## src/design/u8u16_pkg.sv

```systemverilog
`default_nettype none

package u8u16_pkg;

   typedef enum logic [1:0] {
      KIND_SKIP  = 2'd0,
      KIND_TWO   = 2'd1,
      KIND_THREE = 2'd2,
      KIND_FOUR  = 2'd3
   } seq_kind_type;

   localparam logic [7:0]  ASCII_MASK = 8'h80;
   localparam logic [7:0]  LEAD2_MASK = 8'hE0;
   localparam logic [7:0]  LEAD2_CODE = 8'hC0;
   localparam logic [7:0]  LEAD3_MASK = 8'hF0;
   localparam logic [7:0]  LEAD3_CODE = 8'hE0;
   localparam logic [7:0]  LEAD4_MASK = 8'hF8;
   localparam logic [7:0]  LEAD4_CODE = 8'hF0;
   localparam logic [7:0]  LEAD5_MASK = 8'hFC;
   localparam logic [7:0]  LEAD5_CODE = 8'hF8;
   localparam logic [7:0]  LEAD6_MASK = 8'hFE;
   localparam logic [7:0]  LEAD6_CODE = 8'hFC;
   localparam logic [7:0]  CONT_MASK  = 8'h3F;

   localparam logic [15:0] BOM_NATIVE  = 16'hFEFF;
   localparam logic [15:0] BOM_SWAPPED = 16'hFFFE;
   localparam logic [20:0] SUPP_BASE   = 21'h10000;
   localparam logic [15:0] HIGH_SURR   = 16'hD800;
   localparam logic [15:0] LOW_SURR    = 16'hDC00;

   typedef struct packed {
      logic [15:0] unit0;
      logic [15:0] unit1;
      logic        valid0;
      logic        pair;
      logic        done;
   } entry_type;

endpackage

`default_nettype wire

```

## src/design/u8u16_if.sv

```systemverilog
`default_nettype none

interface u8u16_req_if;
   logic       valid;
   logic       ready;
   logic [7:0] in_byte;
   logic       end_of_string;

   modport source (output valid, output in_byte, output end_of_string, input ready);
   modport sink   (input valid, input in_byte, input end_of_string, output ready);
endinterface

interface u8u16_rsp_if;
   logic        valid;
   logic        ready;
   logic [15:0] code_unit;
   logic        unit_valid;
   logic        last_of_run;
   logic        string_done;

   modport source (output valid, output code_unit, output unit_valid,
                   output last_of_run, output string_done, input ready);
   modport sink   (input valid, input code_unit, input unit_valid,
                   input last_of_run, input string_done, output ready);
endinterface

`default_nettype wire

```

## src/design/utf8_to_utf16_decoder.sv

```systemverilog
`default_nettype none

// Channel  Direction  Payload
// req_ch   in         in_byte[7:0], end_of_string
// rsp_ch   out        code_unit[15:0], unit_valid, last_of_run, string_done
//
// The front stage decodes one byte per cycle while the queue is not full and writes each
// finished character or string end to a small queue; the back stage drives one transaction
// per cycle when not stalled, from an output register. A four-byte sequence gives two
// transactions, so the back stage, not the front, sets the rate on surrogate pairs.
// Reset is synchronous and clears the decode state, queue pointers and output valid flag.
// req_ch.ready falls only while the queue is full; rsp_ch stalls hold the output register.

module utf8_to_utf16_decoder #(
   parameter int QueueDepth = 4
) (
   input  wire logic    clock,
   input  wire logic    reset,
   u8u16_req_if.sink    req_ch,
   u8u16_rsp_if.source  rsp_ch
);

   u8u16_pkg::entry_type push_entry;
   u8u16_pkg::entry_type head;
   logic                 accept;
   logic                 push;
   logic                 pop;
   logic                 not_empty;
   logic                 full;

   assign req_ch.ready = !full;
   assign accept       = req_ch.valid && !full;

   u8u16_front front_u (
      .clock         (clock),
      .reset         (reset),
      .accept        (accept),
      .in_byte       (req_ch.in_byte),
      .end_of_string (req_ch.end_of_string),
      .push          (push),
      .entry         (push_entry)
   );

   u8u16_queue #(
      .Depth (QueueDepth)
   ) queue_u (
      .clock      (clock),
      .reset      (reset),
      .push       (push),
      .push_entry (push_entry),
      .pop        (pop),
      .head       (head),
      .not_empty  (not_empty),
      .full       (full)
   );

   u8u16_back back_u (
      .clock     (clock),
      .reset     (reset),
      .head      (head),
      .not_empty (not_empty),
      .pop       (pop),
      .rsp_ch    (rsp_ch)
   );

endmodule

`default_nettype wire

```

## src/design/u8u16_front.sv

```systemverilog
`default_nettype none

module u8u16_front (
   input  wire logic                  clock,
   input  wire logic                  reset,
   input  wire logic                  accept,
   input  wire logic [7:0]            in_byte,
   input  wire logic                  end_of_string,
   output      logic                  push,
   output      u8u16_pkg::entry_type  entry
);

   logic [2:0]                bytes_left_ff, bytes_left_in;
   u8u16_pkg::seq_kind_type   kind_ff, kind_in;
   logic [20:0]               partial_ff, partial_in;

   logic [2:0]  left_dec;
   logic [20:0] cont_bits;
   logic [20:0] shifted;
   logic [20:0] merged;
   logic [20:0] offset;
   logic        emit;

   always_ff @(posedge clock) begin
      if (reset) begin
         bytes_left_ff <= 3'd0;
         kind_ff       <= u8u16_pkg::KIND_SKIP;
         partial_ff    <= 21'd0;
      end else if (accept) begin
         bytes_left_ff <= bytes_left_in;
         kind_ff       <= kind_in;
         partial_ff    <= partial_in;
      end
   end

   always_comb begin
      bytes_left_in = bytes_left_ff;
      kind_in       = kind_ff;
      partial_in    = partial_ff;
      left_dec      = bytes_left_ff - 3'd1;
      cont_bits     = {13'd0, in_byte & u8u16_pkg::CONT_MASK};
      shifted       = 21'd0;
      merged        = partial_ff;
      offset        = 21'd0;
      emit          = 1'b0;
      entry         = '0;

      if (bytes_left_ff == 3'd0) begin
         if ((in_byte & u8u16_pkg::ASCII_MASK) == 8'h00) begin
            emit        = 1'b1;
            entry.unit0 = {8'd0, in_byte};
         end else if ((in_byte & u8u16_pkg::LEAD2_MASK) == u8u16_pkg::LEAD2_CODE) begin
            kind_in       = u8u16_pkg::KIND_TWO;
            bytes_left_in = 3'd1;
            partial_in    = {10'd0, in_byte[4:0], 6'd0};
         end else if ((in_byte & u8u16_pkg::LEAD3_MASK) == u8u16_pkg::LEAD3_CODE) begin
            kind_in       = u8u16_pkg::KIND_THREE;
            bytes_left_in = 3'd2;
            partial_in    = {5'd0, in_byte[3:0], 12'd0};
         end else if ((in_byte & u8u16_pkg::LEAD4_MASK) == u8u16_pkg::LEAD4_CODE) begin
            kind_in       = u8u16_pkg::KIND_FOUR;
            bytes_left_in = 3'd3;
            partial_in    = {in_byte[2:0], 18'd0};
         end else if ((in_byte & u8u16_pkg::LEAD5_MASK) == u8u16_pkg::LEAD5_CODE) begin
            kind_in       = u8u16_pkg::KIND_SKIP;
            bytes_left_in = 3'd4;
            partial_in    = 21'd0;
         end else if ((in_byte & u8u16_pkg::LEAD6_MASK) == u8u16_pkg::LEAD6_CODE) begin
            kind_in       = u8u16_pkg::KIND_SKIP;
            bytes_left_in = 3'd5;
            partial_in    = 21'd0;
         end
      end else begin
         case (left_dec)
            3'd0:    shifted = cont_bits;
            3'd1:    shifted = cont_bits << 6;
            3'd2:    shifted = cont_bits << 12;
            default: shifted = 21'd0;
         endcase
         if (kind_ff != u8u16_pkg::KIND_SKIP && left_dec < 3'd3) begin
            merged = partial_ff | shifted;
         end
         bytes_left_in = left_dec;
         partial_in    = merged;
         if (left_dec == 3'd0) begin
            offset = merged - u8u16_pkg::SUPP_BASE;
            case (kind_ff)
               u8u16_pkg::KIND_TWO: begin
                  emit        = 1'b1;
                  entry.unit0 = merged[15:0];
               end
               u8u16_pkg::KIND_THREE: begin
                  if (merged[15:0] != u8u16_pkg::BOM_NATIVE &&
                      merged[15:0] != u8u16_pkg::BOM_SWAPPED) begin
                     emit        = 1'b1;
                     entry.unit0 = merged[15:0];
                  end
               end
               u8u16_pkg::KIND_FOUR: begin
                  emit        = 1'b1;
                  entry.pair  = 1'b1;
                  entry.unit0 = u8u16_pkg::HIGH_SURR | {6'd0, offset[19:10]};
                  entry.unit1 = u8u16_pkg::LOW_SURR | {6'd0, offset[9:0]};
               end
               default: ;
            endcase
            kind_in    = u8u16_pkg::KIND_SKIP;
            partial_in = 21'd0;
         end
      end

      if (end_of_string) begin
         bytes_left_in = 3'd0;
         kind_in       = u8u16_pkg::KIND_SKIP;
         partial_in    = 21'd0;
      end

      entry.valid0 = emit;
      entry.done   = end_of_string;
   end

   assign push = accept && (emit || end_of_string);

endmodule

`default_nettype wire

```

## src/design/u8u16_queue.sv

```systemverilog
`default_nettype none

module u8u16_queue #(
   parameter int Depth = 4
) (
   input  wire logic                  clock,
   input  wire logic                  reset,
   input  wire logic                  push,
   input  wire u8u16_pkg::entry_type  push_entry,
   input  wire logic                  pop,
   output      u8u16_pkg::entry_type  head,
   output      logic                  not_empty,
   output      logic                  full
);

   localparam int AddrWidth  = (Depth > 1) ? $clog2(Depth) : 1;
   localparam int CountWidth = $clog2(Depth + 1);
   localparam logic [AddrWidth-1:0]  LastIdx  = AddrWidth'(Depth - 1);
   localparam logic [CountWidth-1:0] FullCnt  = CountWidth'(Depth);

   u8u16_pkg::entry_type        store_ff [Depth];
   logic [AddrWidth-1:0]        wr_ptr_ff, wr_ptr_in;
   logic [AddrWidth-1:0]        rd_ptr_ff, rd_ptr_in;
   logic [CountWidth-1:0]       count_ff, count_in;
   logic                        do_push, do_pop;

   assign full      = (count_ff == FullCnt);
   assign not_empty = (count_ff != '0);
   assign do_push   = push && !full;
   assign do_pop    = pop && not_empty;
   assign head      = store_ff[rd_ptr_ff];

   always_comb begin
      wr_ptr_in = wr_ptr_ff;
      rd_ptr_in = rd_ptr_ff;
      count_in  = count_ff;
      if (do_push) begin
         wr_ptr_in = (wr_ptr_ff == LastIdx) ? '0 : wr_ptr_ff + 1'b1;
      end
      if (do_pop) begin
         rd_ptr_in = (rd_ptr_ff == LastIdx) ? '0 : rd_ptr_ff + 1'b1;
      end
      if (do_push && !do_pop) begin
         count_in = count_ff + 1'b1;
      end else if (do_pop && !do_push) begin
         count_in = count_ff - 1'b1;
      end
   end

   always_ff @(posedge clock) begin
      if (reset) begin
         wr_ptr_ff <= '0;
         rd_ptr_ff <= '0;
         count_ff  <= '0;
      end else begin
         wr_ptr_ff <= wr_ptr_in;
         rd_ptr_ff <= rd_ptr_in;
         count_ff  <= count_in;
      end
   end

   always_ff @(posedge clock) begin
      if (do_push) begin
         store_ff[wr_ptr_ff] <= push_entry;
      end
   end

endmodule

`default_nettype wire

```

## src/design/u8u16_back.sv

```systemverilog
`default_nettype none

module u8u16_back (
   input  wire logic                  clock,
   input  wire logic                  reset,
   input  wire u8u16_pkg::entry_type  head,
   input  wire logic                  not_empty,
   output      logic                  pop,
   u8u16_rsp_if.source                rsp_ch
);

   logic        valid_ff, valid_in;
   logic        second_ff, second_in;
   logic [15:0] unit_ff, unit_in;
   logic        unit_valid_ff, unit_valid_in;
   logic        last_ff, last_in;
   logic        done_ff, done_in;
   logic        load;

   assign load = !valid_ff || rsp_ch.ready;

   always_comb begin
      valid_in      = valid_ff;
      second_in     = second_ff;
      unit_in       = unit_ff;
      unit_valid_in = unit_valid_ff;
      last_in       = last_ff;
      done_in       = done_ff;
      pop           = 1'b0;
      if (load) begin
         valid_in = not_empty;
         if (not_empty) begin
            unit_valid_in = head.valid0;
            done_in       = head.done;
            if (head.pair && !second_ff) begin
               unit_in   = head.unit0;
               last_in   = 1'b0;
               second_in = 1'b1;
            end else begin
               unit_in   = second_ff ? head.unit1 : head.unit0;
               last_in   = 1'b1;
               second_in = 1'b0;
               pop       = 1'b1;
            end
         end
      end
   end

   always_ff @(posedge clock) begin
      if (reset) begin
         valid_ff  <= 1'b0;
         second_ff <= 1'b0;
      end else begin
         valid_ff  <= valid_in;
         second_ff <= second_in;
      end
   end

   always_ff @(posedge clock) begin
      unit_ff       <= unit_in;
      unit_valid_ff <= unit_valid_in;
      last_ff       <= last_in;
      done_ff       <= done_in;
   end

   assign rsp_ch.valid       = valid_ff;
   assign rsp_ch.code_unit   = unit_ff;
   assign rsp_ch.unit_valid  = unit_valid_ff;
   assign rsp_ch.last_of_run = last_ff;
   assign rsp_ch.string_done = done_ff;

endmodule

`default_nettype wire
```

## src/flat_wrapper.sv

```systemverilog
// flat-port wrapper written by rule: the top's interface ports become plain ports
module utf8_to_utf16_decoder_flat 
#(
   parameter int QueueDepth = 4
)
  (clock, reset, req_ch_valid, req_ch_in_byte, req_ch_end_of_string, req_ch_ready, rsp_ch_valid, rsp_ch_code_unit, rsp_ch_unit_valid, rsp_ch_last_of_run, rsp_ch_string_done, rsp_ch_ready);
  u8u16_req_if req_ch_i ();
  u8u16_rsp_if rsp_ch_i ();
  input  wire logic clock;
  input  wire logic reset;
  input wire logic [$bits(req_ch_i.valid)-1:0] req_ch_valid;
  input wire logic [$bits(req_ch_i.in_byte)-1:0] req_ch_in_byte;
  input wire logic [$bits(req_ch_i.end_of_string)-1:0] req_ch_end_of_string;
  output wire logic [$bits(req_ch_i.ready)-1:0] req_ch_ready;
  output wire logic [$bits(rsp_ch_i.valid)-1:0] rsp_ch_valid;
  output wire logic [$bits(rsp_ch_i.code_unit)-1:0] rsp_ch_code_unit;
  output wire logic [$bits(rsp_ch_i.unit_valid)-1:0] rsp_ch_unit_valid;
  output wire logic [$bits(rsp_ch_i.last_of_run)-1:0] rsp_ch_last_of_run;
  output wire logic [$bits(rsp_ch_i.string_done)-1:0] rsp_ch_string_done;
  input wire logic [$bits(rsp_ch_i.ready)-1:0] rsp_ch_ready;
  assign req_ch_i.valid = req_ch_valid;
  assign req_ch_i.in_byte = req_ch_in_byte;
  assign req_ch_i.end_of_string = req_ch_end_of_string;
  assign req_ch_ready = req_ch_i.ready;
  assign rsp_ch_valid = rsp_ch_i.valid;
  assign rsp_ch_code_unit = rsp_ch_i.code_unit;
  assign rsp_ch_unit_valid = rsp_ch_i.unit_valid;
  assign rsp_ch_last_of_run = rsp_ch_i.last_of_run;
  assign rsp_ch_string_done = rsp_ch_i.string_done;
  assign rsp_ch_i.ready = rsp_ch_ready;
  utf8_to_utf16_decoder #(.QueueDepth(QueueDepth)) u_core (.clock(clock), .reset(reset), .req_ch(req_ch_i), .rsp_ch(rsp_ch_i));
endmodule
```

## config.mk

```make
export PLATFORM = sky130hd
export DESIGN_NAME = utf8_to_utf16_decoder_flat
export DESIGN_NICKNAME = d
export VERILOG_FILES = /design/src/design/u8u16_pkg.sv /design/src/design/u8u16_if.sv /design/src/design/utf8_to_utf16_decoder.sv /design/src/design/u8u16_front.sv /design/src/design/u8u16_queue.sv /design/src/design/u8u16_back.sv /design/src/flat_wrapper.sv
export SDC_FILE = /design/constraint.sdc
export NUM_CORES = 1
export LEC_CHECK = 0
export BUFFER_PORTS_ARGS = -buffer_cell sky130_fd_sc_hd__clkbuf_2
export CELL_PAD_IN_SITES_DETAIL_PLACEMENT = 0
export CELL_PAD_IN_SITES_GLOBAL_PLACEMENT = 2
export CORE_UTILIZATION = 45
export CTS_CLUSTER_DIAMETER = 40
export DETAILED_ROUTE_END_ITERATION = 7
export GPL_TIMING_DRIVEN = 0
export PLACE_DENSITY_LB_ADDON = 0.3
export SYNTH_ARGS = -nofsm -noshare
export SYNTH_HDL_FRONTEND = slang
export SYNTH_SLANG_ARGS = --single-unit
```

## constraint.sdc

```tcl
create_clock -name clock -period 5.3 [get_ports clock]
set_clock_uncertainty 0.15 [all_clocks]
set_input_delay 0 -clock clock [delete_from_list [all_inputs] [get_ports clock]]
set_output_delay 0 -clock clock [all_outputs]
set_load 0.01 [all_outputs]
```

==> impl_metrics.yaml, run 1 <==
routing:
  via_per_inst: 5.59
  drt_iter0_drc: 380
  drc_errors: 0
  dr_total_vias: 4223
  drt-wirelength-per-cell_um: 20.0
  ant_nets: 0
  first_pass_iters: 5
  wl_um: 15100
critical_path:
  crit_chain: "inv_1 > ha_1 > o22a_1 > clkbuf_1 > a41oi_1 > nor4_1 > nand3_1 > o21ba_2 > clkbuf_1 > ha_1 > inv_1 > fa_1 > xor2_1 > or3_1 > a21oi_1"
  crit_buf_inv: 4
  r2r_end: "u_core.queue_u.count_ff[2]"
  crit_fanout: 10
  crit_type: "register to register"
  arrival_ps: 4740
  crit_slowest_cell: "nor4_1"
  reg2regPathDepth: 15
  r2r_start: "u_core.front_u.bytes_left_ff[0]"
  cp-end-kind: "register"
  crit_required_ps: 5510
  path_delay_family: "simple AND/OR/NAND/NOR gates"
  crit_cells: 15
  r2r_slack_ps: 770
  worstSetupStartpointType: "register"
  max_stage_delay_ps: 660
cts:
  cts-root-buf: "clkbuf_16"
  clkTransAtPathRegs_ps: 60
  htreeDepth: 4
  numCtsBuffers: 17
  cts_buffer_depth: 2
  cts_tree: "yes"
  clock_sinks: 171
  clk_latency_ps: 430
grt:
  first_global_vias: 4291
  grt_max_degree: 30
  antenna_found_initial: 0
  grt_pass1_wl_um: 23900
  grt_usage_pct: 20.2
  overflow: 0
sta:
  fmax_mhz: 221
  min_period_ps: 4530
  timing_hold_violations_final: 0
  worst_slew_pin_slew_ps: 911
  maxSlewViolCount: 0
  fin_setup_tns_ps: 0
  min_period_over_period_pct: 85.5
  finalSetupViolCount: 0
  fin_ws_ps: 766
  max_slew_margin_pct: 39.2
  rsz0062_at_grt: "false"
final_layout:
  syn2layout_area_growth_pct: 15.8
  layout-drive-gt1-share_pct: 20.2
  multiInputGateArea_mm2: 0.00220
  layout_common_cells: "135 x edfxtp_1, 48 x nor2_1, 36 x dfxtp_1"
  layout_commonest_cell: "edfxtp_1"
  utilization_pct: 54.0
  seq_area_mm2: 0.00477
  fill_cells: 1295
  insertedDiodeCount: 0
  nNetsFinal: 557
floorplanning:
  ioPinCount: 34
  rows: 45
  start_util_pct: 46.6
  die_h_um: 128
  die-width_um: 128
  dieArea_mm2: 0.0164
  fp.coreArea_mm2: 0.0153
synth:
  ys_ff_latch: 171
  synth_cells: 473
  synth.distinct_cells: 48
  ys_seq_area_share_pct: 66.9
  yosys_warnings: 0
  async_flop_share_pct: 0
  syn_avg_cell_area_um2: 15.1
  synth_flop_cell: "edfxtp_1"
  syn_nets: 499
  syn_area_mm2: 0.00714
  synth_edf_count: 135
place:
  place_congestion: 0.862
  place_ws_ps: 867
  io_buffer_count: 28
  dp_hpwl_um: 10100
flow_run:
  max_cap_violations: 0
pwr:
  peakVddDrop_v: 0.000229
  p_per_area_mw_per_mm2: 473
  p_leak_nw: 2.70
min_path:
  min-delay-start: "req_ch_in_byte[3]"
  hold_depth: 3
  hold_end: "u_core.front_u.partial_ff[15]"
  hp-class: "input port to register"
outcome:
  status: "finished clean"
[area by class of cell]
cell class                      instances  share of cell area (%)
Multi-Input combinational cell        258                    26.6
Inverter                               15                   0.681
Tap cell                              211                    3.19
Buffer                                 29                    1.41
Clock buffer                           17                    5.15
Timing Repair Buffer                   39                    3.09
Clock inverter                         15                    2.13
Sequential cell                       171                    57.8
[kinds of logic after synthesis]
group	Yosys count	share of synthesized area [%]
compound gates	82	8.08
xor+xnor	6	1.00
mux	44	11.5
fa+ha+maj	13	2.38
flops	171	66.9
buf+inv	44	2.42
simple gates	113	7.75
[registers in the layout, summed over array words and instances, names as in the netlist, 2 cells and up, named ones only]
| register | flops |
|---|---|
| u_core.queue_u.wr_ptr_ff | 2 |
| u_core.front_u.partial_ff | 20 |
| u_core.queue_u.count_ff | 3 |
| u_core.front_u.kind_ff | 2 |
| u_core.queue_u.store_ff | 116 |
| u_core.front_u.bytes_left_ff | 3 |
| u_core.queue_u.rd_ptr_ff | 2 |
| u_core.back_u.rsp_ch.code_unit | 16 |
[synthesized netlist by cell type (3+ instances only)]
| cell | count | share of area, % |
|---|---|---|
| a21oi_1 | 18 | 1.3 |
| a221o_1 | 7 | 0.98 |
| a22oi_1 | 9 | 0.95 |
| a31oi_1 | 6 | 0.53 |
| a41oi_1 | 16 | 2.0 |
| and2_1 | 13 | 1.1 |
| buf_1 | 7 | 0.37 |
| clkbuf_1 | 21 | 1.1 |
| dfxtp_1 | 36 | 10 |
| edfxtp_1 | 135 | 57 |
| ha_1 | 12 | 2.1 |
| inv_1 | 15 | 0.79 |
| mux2_2 | 11 | 1.7 |
| mux2i_1 | 4 | 0.56 |
| mux4_2 | 29 | 9.2 |
| nand2_1 | 13 | 0.68 |
| nand2b_1 | 6 | 0.53 |
| nand3_1 | 5 | 0.35 |
| nor2_1 | 48 | 2.5 |
| nor2b_1 | 7 | 0.61 |
| nor3_1 | 7 | 0.49 |
| nor4_1 | 3 | 0.26 |
| o21ai_0 | 14 | 0.98 |
| xnor2_1 | 3 | 0.37 |
[metal layers]
layer  wire [um]  vias up  track usage [%]
met2        7280      102             32.6
met5           0        -                0
li1            -     1949                -
met1        6900     2149             27.4
met4         282        0             7.13
met3         614       23             3.96
[power breakdown]
| part | internal [mW] | switching (mW) |
|---|---|---|
| logic | 0.399 | 0.520 |
| registers | 1.68 | 0.0594 |
| clock network | 0.739 | 0.507 |
| total | 2.82 | 1.09 |
[how the worst max path moves through the flow]
stage	from	end	slack (ps)
final	u_core.front_u.bytes_left_ff[0]	u_core.queue_u.count_ff[2]	770
after global routing	u_core.front_u.bytes_left_ff[0]	u_core.queue_u.count_ff[2]	430
after CTS	u_core.front_u.bytes_left_ff[0]	u_core.queue_u.count_ff[2]	850
after detailed placement	u_core.front_u.bytes_left_ff[0]	u_core.queue_u.count_ff[2]	870
after global placement	u_core.front_u.bytes_left_ff[0]	u_core.queue_u.store_ff[1][11]	530
after floorplan	u_core.front_u.bytes_left_ff[0]	u_core.queue_u.count_ff[2]	1530
[per-stage QoR]
step	power, mW	cells	area, um2	hold WS, ps
2_1_floorplan	2.40	473	7140	-51.1
3_3_place_gp	2.66	712	7540	118
3_5_place_dp	2.70	713	7560	132
4_1_cts	3.95	755	8270	37.9
5_1_grt	4.10	755	8270	103
6_report	3.91	755	8270	60.9
[worst min-delay path: stages]
cell,delay [ps]
clkbuf_1,270
a22oi_1,260
nor2_1,50
[timing repair]
item | 4_1_cts | 5_1_grt
hold buffers | 10 | 0
buffers inserted | 0 | 0
gates resized for setup | 0 | 0
endpoints found under the hold margin | 32 | 0
Power figures use the tool's default switching activity.
==> run 2, diff against run 1 <==
- CORE_UTILIZATION: 45 -> 46
- SYNTH_HIERARCHICAL: not set -> 1
==> run 2 against run 1 <==
- via count up 17%
- sequential share of layout area shrank 1.1 points
- utilization shrank 0.21 points
- critical path type unchanged
- power is 9.2% higher
- sequential power is 13% higher
- cell count is 14% higher
- synthesized area grew 19%
- synthesized cell count up 17%
- register-to-register slack improved by 70 ps
- largest power group unchanged
- highest routed layer unchanged
- clock-buffer cell count is 1 higher
- clock power about the same
- non-clock buffer count up 20
==> impl_metrics.yaml, run 2 <==
floorplanning:
  ioPinCount: 34
  start_util_pct: 47.0
  fp.coreArea_mm2: 0.0180
  rows: 49
  die-width_um: 138
  die_h_um: 138
  dieArea_mm2: 0.0190
grt:
  first_global_vias: 4935
  grt_pass1_wl_um: 28000
  antenna_found_initial: 0
  overflow: 0
  grt_max_degree: 34
  grt_usage_pct: 20.7
synth:
  synth_top_family_by_area: "multiplexers"
  syn_avg_cell_area_um2: 15.3
  syn_area_mm2: 0.00847
  synth_top_area_share_pct: 56.3
  synth_cells: 555
  ys_ff_latch: 195
  synth.area.top_cells: "edfxtp_1 56%, mux4_2 9.3%, dfxtp_1 8.5%"
  synthXorXnorAreaFrac_pct: 0.709
  synth-adder-area-share_pct: 2.01
  synth_compound_area_share_pct: 8.06
  ys_seq_area_share_pct: 64.9
  async_flop_share_pct: 0
  yosys.area_share.simple_pct: 7.87
  yosys_warnings: 6
  synth_edf_count: 159
  yosys-top-cells-count: "159 x edfxtp_1, 58 x nor2_1, 36 x dfxtp_1"
  syn_nets: 581
  synth_most_common_cell: "edfxtp_1"
  synth_top_area_cell: "edfxtp_1"
  synth.distinct_cells: 57
  synth_mux_area_share_pct: 12.1
  synth_flop_cell: "edfxtp_1"
sta:
  finalSetupViolCount: 0
  max_slew_margin_pct: 60.7
  min_period_ps: 4460
  worst_slew_pin_slew_ps: 587
  fin_setup_tns_ps: 0
  rsz0062_at_grt: "false"
  maxSlewViolCount: 0
  fmax_mhz: 224
  min_period_over_period_pct: 84.2
  fin_ws_ps: 836
  timing_hold_violations_final: 0
cts:
  numCtsBuffers: 17
  cts_tree: "yes"
  clkTransAtPathRegs_ps: 70
  cts_buffer_depth: 2
  clk_latency_ps: 430
  clock_sinks: 195
  cts-root-buf: "clkbuf_16"
  ctsResizeCount: 0
  htreeDepth: 4
flow_run:
  max_cap_violations: 0
routing:
  first_pass_iters: 6
  wl_um: 18100
  drc_errors: 0
  drt_iter0_drc: 329
  drt-wirelength-per-cell_um: 21.0
  dr_total_vias: 4922
  via_per_inst: 5.71
  ant_nets: 0
final_layout:
  utilization_pct: 53.8
  syn2layout_area_growth_pct: 14.4
  insertedDiodeCount: 0
  largest_reg_flops: 140
  final_area_mm2: 0.00969
  layout_commonest_cell: "edfxtp_1"
  layout-drive-gt1-share_pct: 25.3
  layout_common_cells: "159 x edfxtp_1, 57 x nor2_1, 36 x dfxtp_1"
  max_flop_register: "u_core/queue_u/store_ff"
  fill_cells: 1474
  nNetsFinal: 646
critical_path:
  setup.worst_path.start: "u_core/front_u/bytes_left_ff[0]"
  crit_required_ps: 5510
  crit_fanout: 10
  arrival_ps: 4680
  r2r_start: "u_core/front_u/bytes_left_ff[0]"
  crit_type: "register to register"
  r2r_slack_ps: 840
  worstSetupStartpointType: "register"
  cp-end-kind: "register"
place:
  place_ws_ps: 878
  place_congestion: 0.849
  postPlaceCellArea_mm2: 0.00901
  dp_hpwl_um: 12200
  io_buffer_count: 29
min_path:
  min-delay-start: "req_ch_in_byte[3]"
  hp-class: "input port to register"
pwr:
  peakVddDrop_v: 0.000243
  p_per_area_mw_per_mm2: 440
  p_leak_nw: 3.20
outcome:
  status: "finished clean"
[run 2: cell count changes in the layout (fill, tap and decap cells not counted), sizes merged, moves of 7 or more]
cell    delta
buf       +23
a21oi      +9
nor2      +11
a221o      -7
edfxtp    +24
or3        +8
nand3     +11
[run 2: worst max-delay path, stage by stage, from the launching register on]
cell      delay [ps]
dfxtp_1          450
inv_1            120
ha_1             350
o22a_1           230
buf_6            150
buf_6            140
a41oi_1          490
nor4_2           110
nand3_2          140
o31ai_4          130
a21boi_2         270
bufinv_8         230
nor2_2           150
ha_1             200
inv_1             60
fa_1             370
xor2_1           170
or3_1            320
a21oi_1          140
[run 2: path summary, 6_finish.rpt]
kind	depth (start not counted)	endpoint
setup / recovery	18	u_core/queue_u/count_ff[2]
hold reg to reg	1	u_core/front_u/partial_ff[0]
setup reg to reg	18	u_core/queue_u/count_ff[2]
hold / removal	3	u_core/front_u/partial_ff[15]
[run 2: logic make-up after synthesis]
logic type,after synthesis
buffers and inverters,56
and+or+nand+nor,134
adders and majority gates,13
xor gates and xnor gates,6
muxes,53
AOI/OAI and AO/OA,97
other,1
DFF,195
[run 2: what timing repair did]
item / in CTS / in global routing
setup buffers: 0 / 0
setup endpoints to repair: 0 / 0
hold buffers: 12 / 0
hold endpoints to repair: 39 / 0
[run 2: per-stage QoR]
step,hold slack [ps],power (mW),cells
after global routing,52.3,4.48,862
after detailed placement,91.6,3.09,818
final,28.2,4.27,862
after CTS,19.4,4.31,862
after global placement,87.6,3.03,813
after floorplan,-80.9,2.75,555
[run 2: routing by layer]
metal / GRT usage (%) / wire length [um]
met5: 0 / 0
met4: 8.27 / 351
met3: 4.19 / 614
met2: 34.6 / 9180
met1: 26.5 / 7990
[run 2: layout make-up]
cell class	instances	area, um2	area share [%]
sequential	195	5500	56.7
multi-input combinational	304	2610	27.0
clock buffer	18	429	4.43
timing repair buffer	46	360	3.72
buffer	42	300	3.10
tap	229	287	2.96
clock inverter	14	134	1.38
inverter	14	71.3	0.736
[run 2: power by group]
group	leakage (nW)	switching, mW	internal (mW)
logic	1.20	0.579	0.499
clock network	0.259	0.563	0.653
registers	1.74	0.0635	1.91
